[src/rtl/tlvsw_pkg.sv]
`default_nettype none

package tlvsw_pkg;

  localparam int unsigned HdrLenW = 16;

  // byte roles
  localparam logic [2:0] ROLE_HEADER  = 3'd0;
  localparam logic [2:0] ROLE_TYPE_HI = 3'd1;
  localparam logic [2:0] ROLE_TYPE_LO = 3'd2;
  localparam logic [2:0] ROLE_LEN_HI  = 3'd3;
  localparam logic [2:0] ROLE_LEN_LO  = 3'd4;
  localparam logic [2:0] ROLE_VALUE   = 3'd5;

  // message status
  localparam logic [1:0] STATUS_BUSY  = 2'd0;
  localparam logic [1:0] STATUS_CLEAN = 2'd1;
  localparam logic [1:0] STATUS_TRUNC = 2'd2;

  typedef enum logic [5:0] {
    PH_HEADER  = 6'b000001,
    PH_TYPE_HI = 6'b000010,
    PH_TYPE_LO = 6'b000100,
    PH_LEN_HI  = 6'b001000,
    PH_LEN_LO  = 6'b010000,
    PH_VALUE   = 6'b100000
  } tlvsw_phase_t;

  typedef struct packed {
    logic [7:0] data_byte;
    logic       last_byte;
  } tlvsw_beat_t;

  typedef struct packed {
    logic [2:0]  byte_role;
    logic [15:0] option_type;
    logic [15:0] value_length;
    logic [7:0]  value_byte;
    logic [15:0] value_offset;
    logic        record_end;
    logic [1:0]  message_status;
  } tlvsw_result_t;

endpackage

`default_nettype wire

[src/rtl/tlvsw_step.sv]
`default_nettype none

module tlvsw_step
  import tlvsw_pkg::*;
(
  input  wire logic                 clk,
  input  wire logic                 rst,
  input  wire logic                 fire,
  input  wire tlvsw_beat_t          beat,
  input  wire logic [HdrLenW-1:0]   header_length,
  output tlvsw_result_t             result
);

  tlvsw_phase_t phase, phase_next, run_phase;
  logic [15:0]  header_count, header_count_next;
  logic [15:0]  record_type, record_type_next;
  logic [15:0]  record_length, record_length_next;
  logic [15:0]  value_count, value_count_next;
  logic [15:0]  count_inc;

  // once the header is used up, this byte opens the first record
  assign run_phase = (phase == PH_HEADER && header_count >= header_length) ?
                     PH_TYPE_HI : phase;
  assign count_inc = value_count + 16'd1;

  always_comb begin
    phase_next         = run_phase;
    header_count_next  = header_count;
    record_type_next   = record_type;
    record_length_next = record_length;
    value_count_next   = value_count;
    result             = '0;

    case (run_phase)
      PH_HEADER: begin
        result.byte_role  = ROLE_HEADER;
        header_count_next = header_count + 16'd1;
      end
      PH_TYPE_HI: begin
        result.byte_role   = ROLE_TYPE_HI;
        record_type_next   = {beat.data_byte, 8'h00};
        record_length_next = '0;
        value_count_next   = '0;
        phase_next         = PH_TYPE_LO;
      end
      PH_TYPE_LO: begin
        result.byte_role   = ROLE_TYPE_LO;
        record_type_next   = {record_type[15:8], beat.data_byte};
        result.option_type = {record_type[15:8], beat.data_byte};
        phase_next         = PH_LEN_HI;
      end
      PH_LEN_HI: begin
        result.byte_role   = ROLE_LEN_HI;
        record_length_next = {beat.data_byte, 8'h00};
        result.option_type = record_type;
        phase_next         = PH_LEN_LO;
      end
      PH_LEN_LO: begin
        result.byte_role    = ROLE_LEN_LO;
        record_length_next  = {record_length[15:8], beat.data_byte};
        result.option_type  = record_type;
        result.value_length = {record_length[15:8], beat.data_byte};
        value_count_next    = '0;
        if ({record_length[15:8], beat.data_byte} == 16'd0) begin
          result.record_end = 1'b1;
          phase_next        = PH_TYPE_HI;
        end else begin
          phase_next = PH_VALUE;
        end
      end
      PH_VALUE: begin
        result.byte_role    = ROLE_VALUE;
        result.option_type  = record_type;
        result.value_length = record_length;
        result.value_byte   = beat.data_byte;
        result.value_offset = value_count;
        value_count_next    = count_inc;
        if (count_inc >= record_length) begin
          result.record_end = 1'b1;
          phase_next        = PH_TYPE_HI;
        end
      end
      default: begin
        phase_next = PH_TYPE_HI;
      end
    endcase

    if (beat.last_byte) begin
      result.message_status = (run_phase == PH_HEADER || result.record_end) ?
                              STATUS_CLEAN : STATUS_TRUNC;
      // drop the walk, next beat starts a new message
      phase_next         = PH_HEADER;
      header_count_next  = '0;
      record_type_next   = '0;
      record_length_next = '0;
      value_count_next   = '0;
    end
  end

  always_ff @(posedge clk) begin
    if (rst) begin
      phase         <= PH_HEADER;
      header_count  <= '0;
      record_type   <= '0;
      record_length <= '0;
      value_count   <= '0;
    end else if (fire) begin
      phase         <= phase_next;
      header_count  <= header_count_next;
      record_type   <= record_type_next;
      record_length <= record_length_next;
      value_count   <= value_count_next;
    end
  end

endmodule

`default_nettype wire

[src/rtl/tlvsw_out_buf.sv]
`default_nettype none

module tlvsw_out_buf
  import tlvsw_pkg::*;
(
  input  wire logic          clk,
  input  wire logic          rst,
  input  wire logic          push,
  input  wire tlvsw_result_t push_data,
  output logic               can_push,
  output logic               out_valid,
  input  wire logic          out_ready,
  output tlvsw_result_t      out_data
);

  logic          main_valid;
  logic          skid_valid;
  tlvsw_result_t main_data;
  tlvsw_result_t skid_data;
  logic          pop;

  assign pop       = main_valid && out_ready;
  assign can_push  = !skid_valid;
  assign out_valid = main_valid;
  assign out_data  = main_data;

  always_ff @(posedge clk) begin
    if (rst) begin
      main_valid <= 1'b0;
      skid_valid <= 1'b0;
    end else if (skid_valid) begin
      if (pop) begin
        skid_valid <= 1'b0;
      end
    end else if (push) begin
      if (main_valid && !pop) begin
        skid_valid <= 1'b1;
      end else begin
        main_valid <= 1'b1;
      end
    end else if (pop) begin
      main_valid <= 1'b0;
    end
  end

  always_ff @(posedge clk) begin
    if (skid_valid) begin
      if (pop) begin
        main_data <= skid_data;
      end
    end else if (push) begin
      // park the beat in the skid stage while the output is stalled
      if (main_valid && !pop) begin
        skid_data <= push_data;
      end else begin
        main_data <= push_data;
      end
    end
  end

endmodule

`default_nettype wire

[src/rtl/tlv_stream_walker_core.sv]
// TLV stream walker.
// Input channel (in_valid/in_ready/in_data) carries one message byte per beat
// with a flag on the final byte. The first header_length bytes of a message
// are tagged as header; after that the bytes are walked as records of a
// 16-bit big-endian type, a 16-bit big-endian length and that many value bytes.
// Every input beat yields exactly one output beat (out_valid/out_ready/out_data)
// with the byte role, type, length, value byte and offset, a record-end flag,
// and on the final byte a clean or truncated status.
// Throughput is one byte per clock while in_ready is high, set by the single
// walker state update per beat. in_ready comes from a register: a two-entry
// output buffer (output register plus skid stage) lets one more beat in while
// the receiver stalls, then in_ready drops until the stalled beat is taken.
// Reset (synchronous, active high) empties the output buffer, clears the walk
// state and sets header_length to 0. header_length is written through
// cfg_we/cfg_wdata; the user must write it only while the block is idle,
// which the block itself does not enforce.
`default_nettype none

module tlv_stream_walker_core
  import tlvsw_pkg::*;
(
  input  wire logic               clk,
  input  wire logic               rst,
  input  wire logic               in_valid,
  output logic                    in_ready,
  input  wire tlvsw_beat_t        in_data,
  output logic                    out_valid,
  input  wire logic               out_ready,
  output tlvsw_result_t           out_data,
  input  wire logic               cfg_we,
  input  wire logic [HdrLenW-1:0] cfg_wdata
);

  logic [HdrLenW-1:0] header_length;
  logic               fire;
  tlvsw_result_t      step_result;

  assign fire = in_valid && in_ready;

  always_ff @(posedge clk) begin
    if (rst) begin
      header_length <= '0;
    end else if (cfg_we) begin
      header_length <= cfg_wdata;
    end
  end

  tlvsw_step u_step (
    .clk           (clk),
    .rst           (rst),
    .fire          (fire),
    .beat          (in_data),
    .header_length (header_length),
    .result        (step_result)
  );

  tlvsw_out_buf u_out_buf (
    .clk       (clk),
    .rst       (rst),
    .push      (fire),
    .push_data (step_result),
    .can_push  (in_ready),
    .out_valid (out_valid),
    .out_ready (out_ready),
    .out_data  (out_data)
  );

endmodule

`default_nettype wire

[config.mk]
export PLATFORM = sky130hd
export DESIGN_NAME = tlv_stream_walker_core
export DESIGN_NICKNAME = d
export VERILOG_FILES = /design/src/rtl/tlvsw_pkg.sv /design/src/rtl/tlvsw_step.sv /design/src/rtl/tlvsw_out_buf.sv /design/src/rtl/tlv_stream_walker_core.sv
export SDC_FILE = /design/constraint.sdc
export NUM_CORES = 1
export LEC_CHECK = 0
export ABC_AREA = 1
export BUFFER_PORTS_ARGS = -buffer_cell sky130_fd_sc_hd__buf_2
export CORE_ASPECT_RATIO = 0.75
export CORE_MARGIN = 4
export CORE_UTILIZATION = 50
export CTS_CLUSTER_SIZE = 28
export DETAILED_ROUTE_END_ITERATION = 8
export PLACE_DENSITY = 0.73
export REMOVE_ABC_BUFFERS = 1
export SETUP_SLACK_MARGIN = 0.4
export SYNTH_ARGS = -nofsm -noshare
export SYNTH_HDL_FRONTEND = slang
export SYNTH_SLANG_ARGS = --single-unit
export TNS_END_PERCENT = 10
[constraint.sdc]
create_clock -name clk -period 7.4 [get_ports clk]
set_clock_uncertainty 0.15 [all_clocks]
set_input_delay 1.85 -clock clk [delete_from_list [all_inputs] [get_ports clk]]
set_output_delay 1.85 -clock clk [all_outputs]
set_load 0.005 [all_outputs]
== Word level (Yosys, flattened, before mapping) ==
Index checks and enable logic that the tools add are counted.
W data, S select, Z words.
Storage, ports and cells
  output and inout port bits: 64
  bits of input ports: 30
  register bits after elaboration: 212
  word-level logic and storage cells: 101
Cells by class
  add/subtract/negate cells: 2
  reductions and logical operators: 27
  bitwise gates (word level): 1
  multiplexer cells: 33
  equality and inequality tests: 12
  magnitude comparators: 2
Operators by type and width (count)
  $mux W62: 4
  $pmux W16 S2: 4
  $mux W16: 5
  $pmux W16 S3: 1
  $pmux W6 S6: 1
  $add A16 B1 Y16 const B: 2
  $ge A16 B16 Y1: 2
  $mux W24: 1
  $mux W6: 4
  $logic_not A16 Y1: 1
  $pmux W3 S5: 1
  $reduce_and A3 Y1: 5
  $eq A6 B1 Y1 const B: 2
  $mux W1: 9
  $reduce_bool A3 Y1: 3
  $ne A2 B2 Y1 const B: 4
  $reduce_and A2 Y1: 4
  $reduce_bool A2 Y1: 4
  $eq A6 B2 Y1 const B: 1
  $eq A6 B3 Y1 const B: 1
  $eq A6 B4 Y1 const B: 1
  $eq A6 B5 Y1 const B: 1
  $eq A6 B6 Y1 const B: 1
  $logic_and A1 B1 Y1: 4
  other kinds (9): 11

== Depth between registers and ports, before layout ==
Gate-level depths: netlist of the first run.
  depth after elaboration: 11
  depth in mapped cells: 21
  depth with buffers taken out: 21

== Modules after synthesis ==
Synthesis of the first run repeated with hierarchy kept, for this count alone.
Unflattened totals
  cells, all modules: 1199
  area, all modules: 10292.4 um^2
Modules (own cells, without submodules)
  tlvsw_step: cells an instance 752, area an instance 4974.8 um^2, instances 1
  tlvsw_out_buf: cells an instance 344, area an instance 4639.4 um^2, instances 1
  tlv_stream_walker_core: cells an instance 103, area an instance 678.2 um^2, instances 1

== Least setup slack after synthesis of the first run ==
No wires, ideal clock.
  path type: input-to-reg
  start: input in_valid
  end: register u_out_buf.main_data, in the netlist u_out_buf.out_data[0] (enable)
  stages: 5
  path slack: 1.588 ns
  library setup time: 0.482 ns
  arrival: 5.180 ns
  required time: 6.768 ns
  path buffers: 1
  cell sequence: nand2_1 inv_2 clkbuf_1 a21oi_1 nor2_1
On the way
  cells in the longest elaborated chain, start to end: 3
RTL lines
  from (decl): RTL line tlv_stream_walker_core.sv:24  | input wire logic in_valid,
  $logic_and A1 B1 Y1: RTL line tlv_stream_walker_core.sv:38  | assign fire = in_valid && in_ready;
  $reduce_bool A2 Y1 (no line)
  $reduce_and A3 Y1 (no line)
  to (signal assigned): RTL line tlvsw_out_buf.sv:49  | main_data <= skid_data;
  to (signal assigned): RTL line tlvsw_out_buf.sv:56  | main_data <= push_data;
  to (decl): RTL line tlvsw_out_buf.sv:18  | tlvsw_result_t main_data;
Every way passes these cells.
A chain may end at the register's enable or synchronous reset.

== Worst setup path after layout of the first run ==
  start: input in_valid
  end: register u_out_buf.skid_data[39] (netlist name) (enable)
On the way
  cells in the longest elaborated chain, start to end: 2
RTL lines
  $logic_and A1 B1 Y1: RTL line tlv_stream_walker_core.sv:38
  $reduce_and A3 Y1 (no line)
  to (signal assigned): RTL line tlvsw_out_buf.sv:54  | skid_data <= push_data;
  to (decl): RTL line tlvsw_out_buf.sv:19  | tlvsw_result_t skid_data;
Every way passes these cells.

==> results_dict.tcl, run 1 <==
set metrics [dict create \
    synth_mux_area_share_pct 0 \
    ant_nets 0 \
    cp-start-kind "input port" \
    initial_core_util_pct 51.19 \
    fin_crit_sh_pct 55.60 \
    fin_util_pct 58.54 \
    run_status "completed" \
    die_y_um 130.2 \
    crit_path_max_incr_delay_ps 670 \
    areaGrowthSynthToFinish_pct 14.35 \
    post_drt_wl_per_cell_um 14.74 \
    end_kind "flop" \
    tns_ps 0 \
    routed_wl_um 22150 \
    gp_congestion 0.8890 \
    maxSlewViolCount 0 \
    viasPerCell 5.198 \
    grt_use_total_pct 20.28 \
    grt_start_max_net_pins 67 \
    setup_viol 0 \
    diodes 0 \
    yosysSeqAreaShare_pct 55.14 \
    cts-root-buf "clkbuf_16" \
    cts_inserted_buffers 22 \
    p_comb_share_pct 6.9 \
    synth_compound_area_share_pct 7.093 \
    clkPwrFrac_pct 44.8 \
    synthDistinctLibCells 41 \
    yosys.area_share.adder_pct 4.276 \
    tightest_slew_ps 968.7 \
    layout-drive-gt1-share_pct 13.53 \
    clock_sinks 212 \
    drc 0 \
    grt_setup_unrepaired "no" \
    cp_slowest_cell "inv_2" \
    mostFrequentLayoutCell "nand2_1" \
    clk_pin_slew_ps 60 \
    synth_xor_area_share_pct 1.585 \
    synth_top_family_by_area "simple AND/OR/NAND/NOR gates" \
    worst-path-max-fanout 45 \
    fp.dieW_um 170.9 \
    period_needed_ps 4114 \
    maxSlewHeadroom_pct 35.42 \
    row_count 44 \
    hold_path.class "reg2reg" \
    ir_drop_uv 187.1 \
    drtIter0Drc 781 \
    yosysWarnings 0 \
    synth-edff-count 124 \
    grt_overflow 0 \
    cts_max_level 1 \
    met3_usage_pct 3.089 \
    postCtsResizedCells 0 \
    grt_pass1_vias 7362 \
    arrival_ps 4110 \
    io_buffers 93 \
    internal_power_mw 2.099 \
    dp.final_hpwl_um 14540 \
    grt.busiest_layer "met2" \
    power_density_mw_per_mm2 237.6 \
    cts_hold_buf 0 \
    use_met1_pct 29.90 \
    hold_viol_final 0 \
    crit_required_ps 7400 \
    seqPwrFrac_pct 48.3 \
    io_pins 94 \
    syn_area_sq_mm 0.009948 \
    grt_pass1_wl_um 37030 \
    synth-seq-cells 212 \
    design.die.area_sq_mm 0.02224 \
    coreArea_sq_mm 0.01943 \
    p_sw_mw 0.6033 \
    power.share.switching_pct 22.32 \
    worstSkewPairLatency_ps 500 \
    async_reset_ff_share_pct 0 \
    cts_setup_buffers 0 \
    drtPass1Iterations 6 \
    fmax_mhz 243.1 \
    use_met2_pct 32.18 \
    synthSimpleGateAreaFrac_pct 25.17 \
    drv_cap 0 \
    p_leak_nw 4.807 \
    cts_max_path_buffers 3 \
    avgSynthCellArea_sq_um 8.606 \
    antenna_found_initial 0 \
    yosys_most_used_dff "edfxtp_1" \
    crit_type "in2reg" \
    path_cells "buf_2 > nand2_1 > inv_2 > nand2_1 > inv_2 > buf_4" \
    nets 1297 \
    synthCells 1156 \
    final_cell_mix "nand2_1 (335), nor2_1 (124), edfxtp_1 (124)" \
    whs_ps 310.0 \
    vias 7808 \
    tritoncts "built" \
]
power groups by stage:
stage | Combinational [mW] | Clock (mW) | Sequential, mW
2_1_floorplan | 0.104 | 0 | 1.34
3_3_place_gp | 0.181 | 0 | 1.33
3_5_place_dp | 0.186 | 0 | 1.33
4_1_cts | 0.189 | 1.23 | 1.30
5_1_grt | 0.213 | 1.28 | 1.31
6_report | 0.187 | 1.21 | 1.30
registers in the layout (all words and copies together) (netlist names):
| name | cells |
|---|---|
| u_step.record_length | 16 |
| u_out_buf.out_data | 62 |
| u_out_buf.out_valid | 1 |
| u_step.header_count | 16 |
| u_step.value_count | 16 |
| u_step.record_type | 16 |
| u_out_buf.skid_valid | 1 |
| u_out_buf.skid_data | 62 |
| u_step.phase | 6 |
| header_length | 16 |
synthesized netlist by cell type, types with 3 or more instances:
master / count / area share (%)
nand2_1: 335 / 13
nor2_1: 125 / 4.7
edfxtp_1: 124 / 37
inv_1: 111 / 4.2
dfxtp_1: 88 / 18
a21oi_1: 84 / 4.2
nand3_1: 59 / 3.0
o21ai_0: 40 / 2.0
ha_1: 34 / 4.3
clkbuf_1: 31 / 1.2
nand4_1: 22 / 1.4
xor2_1: 17 / 1.5
nor3_1: 11 / 0.55
inv_2: 8 / 0.30
o22ai_1: 8 / 0.50
nor4_1: 7 / 0.44
buf_1: 5 / 0.19
buf_2: 4 / 0.20
buf_4: 4 / 0.30
nand2_2: 4 / 0.25
nand2_4: 4 / 0.45
nor2_2: 4 / 0.25
clkinv_1: 3 / 0.11
nor3_4: 3 / 0.49
critical path: cells and delay by family:
kind | cells | cell delay (ps)
buf+inv | 4 | 1840
simple gates | 2 | 360
layer usage:
layer | vias up | wire (um)
met5 | - | 0
met4 | 0 | 411
met3 | 38 | 1460
met2 | 240 | 9663
met1 | 3578 | 10610
li1 | 3952 | -
through the flow:
stage	total power, mW	cell area [sq um]	worst slack (ps)	instances
floorplan	1.439	9741	1485	1110
global placement	1.509	10580	2879	1462
detailed placement	1.515	10580	2750	1462
CTS	2.720	11380	3264	1502
global route	2.798	11380	3046	1502
finish	2.703	11380	3286	1502
layout make-up:
| type | count | area (sq um) |
|---|---|---|
| sequential | 212 | 5487 |
| clock buffer | 27 | 600.6 |
| fill | 1725 | 8058 |
| tap | 253 | 316.6 |
| inverter | 123 | 462.9 |
| multi-input combinational | 775 | 3800 |
| clock inverter | 13 | 198.9 |
| timing repair buffer | 99 | 510.5 |
path summary, 6_finish.rpt:
check | startpoint | end | slack (ps) | cells after the start
setup / recovery | in_valid | u_out_buf.skid_data[39] | 3290 | 6
hold / removal | u_step.record_type[14] | u_step.record_type[14] | 310 | 2
setup reg to reg | u_out_buf.skid_valid | u_out_buf.skid_data[39] | 3490 | 7
hold reg to reg | u_step.record_type[14] | u_step.record_type[14] | 310 | 2
cells by family (layout without fill, tap and decap cells):
kind of cell,count (synthesis),after routing
AO/OA/AOI/OAI,137,137
XOR/XNOR,18,18
adder cells (fa/ha/maj),34,34
buffers and inverters,169,262
flip-flops,212,212
AND/OR/NAND/NOR,586,586
No activity file was read; power rests on OpenSTA's default activity.
==> inputs of run 2 (changes only) <==
--- a/config.mk
+++ b/config.mk
@@ -5,7 +5,7 @@
 export SDC_FILE = /design/constraint.sdc
 export NUM_CORES = 1
 export LEC_CHECK = 0
-export ABC_AREA = 1
+export ABC_AREA = 0
 export BUFFER_PORTS_ARGS = -buffer_cell sky130_fd_sc_hd__buf_2
 export CORE_ASPECT_RATIO = 0.75
 export CORE_MARGIN = 4
==> constraint.sdc (replaced) <==
create_clock -name clk -period 4 [get_ports clk]
set_clock_uncertainty 0.15 [all_clocks]
set_input_delay 1 -clock clk [delete_from_list [all_inputs] [get_ports clk]]
set_output_delay 1 -clock clk [all_outputs]
set_load 0.005 [all_outputs]
==> results_dict.tcl, run 2 <==
set metrics [dict create \
    internal_power_mw 3.691 \
    maxSlewHeadroom_pct 31.57 \
    clock_sinks 212 \
    critical_path_depth 12 \
    p_leak_nw 4.296 \
    power_density_mw_per_mm2 412.1 \
    dp.final_hpwl_um 15630 \
    drc 0 \
    yosysWarnings 0 \
    grt_overflow 0 \
    cts_max_path_buffers 3 \
    met3_usage_pct 3.555 \
    grt_start_max_net_pins 58 \
    grt_pass1_vias 6996 \
    cts_max_level 1 \
    cts_inserted_buffers 21 \
    layout-drive-gt1-share_pct 23.42 \
    areaGrowthSynthToFinish_pct 14.25 \
    synth-edff-count 124 \
    row_count 45 \
    critical-path-top-delay-family "compound AO/OA/AOI/OAI gates" \
    r2r-end "u_out_buf.out_data[0]" \
    vias 7498 \
    worst-path-max-fanout 7 \
    cp-start-kind "flop" \
    r2r_cells 12 \
    seqPwrFrac_pct 50.4 \
    path_buf_inv 0 \
    run_status "completed" \
    endpoint "u_out_buf.out_data[0]" \
    end_kind "flop" \
    cts-root-buf "clkbuf_16" \
    yosys_most_used_dff "edfxtp_1" \
    nets 1048 \
    synth.area.top_cells "edfxtp_1 (36%), dfxtp_1 (17%), mux2_2 (6.4%)" \
    coreArea_sq_mm 0.02016 \
    die_y_um 131.9 \
    yosysMostFrequentCell "edfxtp_1" \
    io_buffers 93 \
    startpoint "u_step.value_count[0]" \
    crit_required_ps 4110 \
    rr_startpoint "u_step.value_count[0]" \
    p_sw_mw 1.124 \
    final_cell_mix "edfxtp_1 (124), buf_2 (93), dfxtp_1 (87)" \
    drtPass1Iterations 5 \
    whs_ps 315.5 \
    viasPerCell 5.965 \
    maxSlewViolCount 0 \
    design.die.area_sq_mm 0.02284 \
    mostFrequentLayoutCell "edfxtp_1" \
    drv_cap 0 \
    synthCells 918 \
    dp_slack_ps 211.9 \
    p_comb_share_pct 7.9 \
    fmax_mhz 290.8 \
    yosys.area.top_type_share_pct 36.40 \
    routed_wl_um 23910 \
    io_pins 94 \
    stdcell_area_sq_mm 0.01169 \
    tightest_slew_ps 1019 \
    place_inst 1218 \
    use_met2_pct 29.39 \
    period_needed_ps 3438 \
    clkPwrFrac_pct 41.7 \
    hold_viol_final 0 \
    worstSkewPairLatency_ps 510 \
    ff2ff_setup_slack_ps 560 \
    syn_area_sq_mm 0.01023 \
    grt_setup_unrepaired "no" \
    diodes 0 \
    initial_core_util_pct 50.75 \
    synthDistinctLibCells 63 \
    grt_use_total_pct 20.19 \
    ir_drop_uv 306.7 \
    synth.largest_area_cell "edfxtp_1" \
    cp_slowest_cell "or3_4" \
    grt_pass1_wl_um 38290 \
    async_reset_ff_share_pct 0 \
    hold_path.class "reg2reg" \
    drtIter0Drc 840 \
    setup_viol 0 \
    fin_cells 1257 \
    synthTopCellsByCount "edfxtp_1 (124), dfxtp_1 (88), mux2_2 (58), clkbuf_1 (57), nand2_1 (53)" \
    tns_ps 0 \
    crit_path_max_incr_delay_ps 450 \
    yosysSeqAreaShare_pct 53.62 \
    clk_pin_slew_ps 70 \
    setup_ws_ps 561.8 \
    arrival_ps 3540 \
    ant_nets 0 \
    fin_crit_sh_pct 85.96 \
    path_cells "ha_2 > nand3_2 > or3_4 > nor3_2 > xor2_1 > ha_1 > o21ai_0 > a21oi_1 > a21o_1 > a31oi_4 > o22ai_4 > o31a_1" \
    grt.busiest_layer "met1" \
    antenna_found_initial 0 \
    crit_type "reg2reg" \
    use_met1_pct 31.36 \
    tritoncts "built" \
    synth-seq-cells 212 \
    gp_congestion 0.8508 \
    power.share.switching_pct 23.35 \
    avgSynthCellArea_sq_um 11.14 \
    placed_cell_area_sq_mm 0.01092 \
    fp.dieW_um 173.2 \
    post_drt_wl_per_cell_um 19.02 \
]
run 2: cell types whose count changed after synthesis, sizes merged, moves of 13 or more:
cell | previous run | this run
a21oi | 84 | 47
mux2 | 0 | 58
nand2 | 343 | 53
a22oi | 0 | 17
nor2 | 130 | 52
and2 | 1 | 41
clkbuf | 31 | 57
xor2 | 17 | 4
o31ai | 0 | 13
mux2i | 0 | 22
inv | 119 | 39
nand3 | 61 | 30
run 2: worst min path at each step:
stage	start	end	cells after the start
final	u_step.value_count[14]	u_step.value_count[14]	2
after global routing	u_step.value_count[14]	u_step.value_count[14]	2
after CTS	u_step.value_count[14]	u_step.value_count[14]	2
after detailed placement	u_step.value_count[14]	u_step.value_count[14]	2
after global placement	u_step.value_count[14]	u_step.value_count[14]	2
after floorplan	u_step.value_count[14]	u_step.value_count[14]	2
run 2: worst min-delay path: stages, from the launching register on:
cell,delay [ps]
dfxtp_1,310
nand2_1,50
mux2i_1,60
run 2: routing by layer:
metal	wire (um)	part of all wire, %
met5	0	0
met4	440	1.8
met3	1657	6.9
met2	10180	43
met1	11630	49
run 2: kinds of logic after synthesis:
| logic type | after synthesis | share of synthesized area [%] |
|---|---|---|
| and+or+nand+nor | 267 | 14.08 |
| DFF | 212 | 53.62 |
| muxes | 80 | 8.537 |
| xor gates and xnor gates | 16 | 1.370 |
| buffers and inverters | 110 | 4.318 |
| adders and majority gates | 34 | 4.159 |
| AOI/OAI and AO/OA | 199 | 13.92 |
run 2: per-stage QoR:
| stage | power, mW | util, % |
|---|---|---|
| after global routing | 4.984 | 57.98 |
| after CTS | 4.859 | 57.70 |
| final | 4.816 | 57.98 |
| after floorplan | 2.668 | - |
| after detailed placement | 2.853 | 54.18 |
| after global placement | 2.847 | 54.18 |
run 2: timing repair:
item | 4_1_cts | 5_1_grt
hold buffers | 0 | 0
pin swaps | 0 | 2
resized for setup | 4 | 8
endpoints found under the setup margin | 4 | 7
buffers inserted | 0 | 1
gates cloned | 0 | 0
run 2: power groups by stage:
stage | clock network [mW] | registers (mW) | logic (mW)
3_5_place_dp | 0 | 2.47 | 0.380
6_report | 2.01 | 2.43 | 0.381
2_1_floorplan | 0 | 2.48 | 0.189
5_1_grt | 2.13 | 2.43 | 0.416
4_1_cts | 2.05 | 2.43 | 0.382
3_3_place_gp | 0 | 2.47 | 0.374
run 2: cell type report:
cell class                      instances  area [sq um]
Fill cell                            1713          8469
Multi-Input combinational cell        596          4398
Clock buffer                           24         536.8
Timing Repair Buffer                  113         640.6
Tap cell                              258         322.8
Clock inverter                         14         152.6
Inverter                               40         150.1
Sequential cell                       212          5487
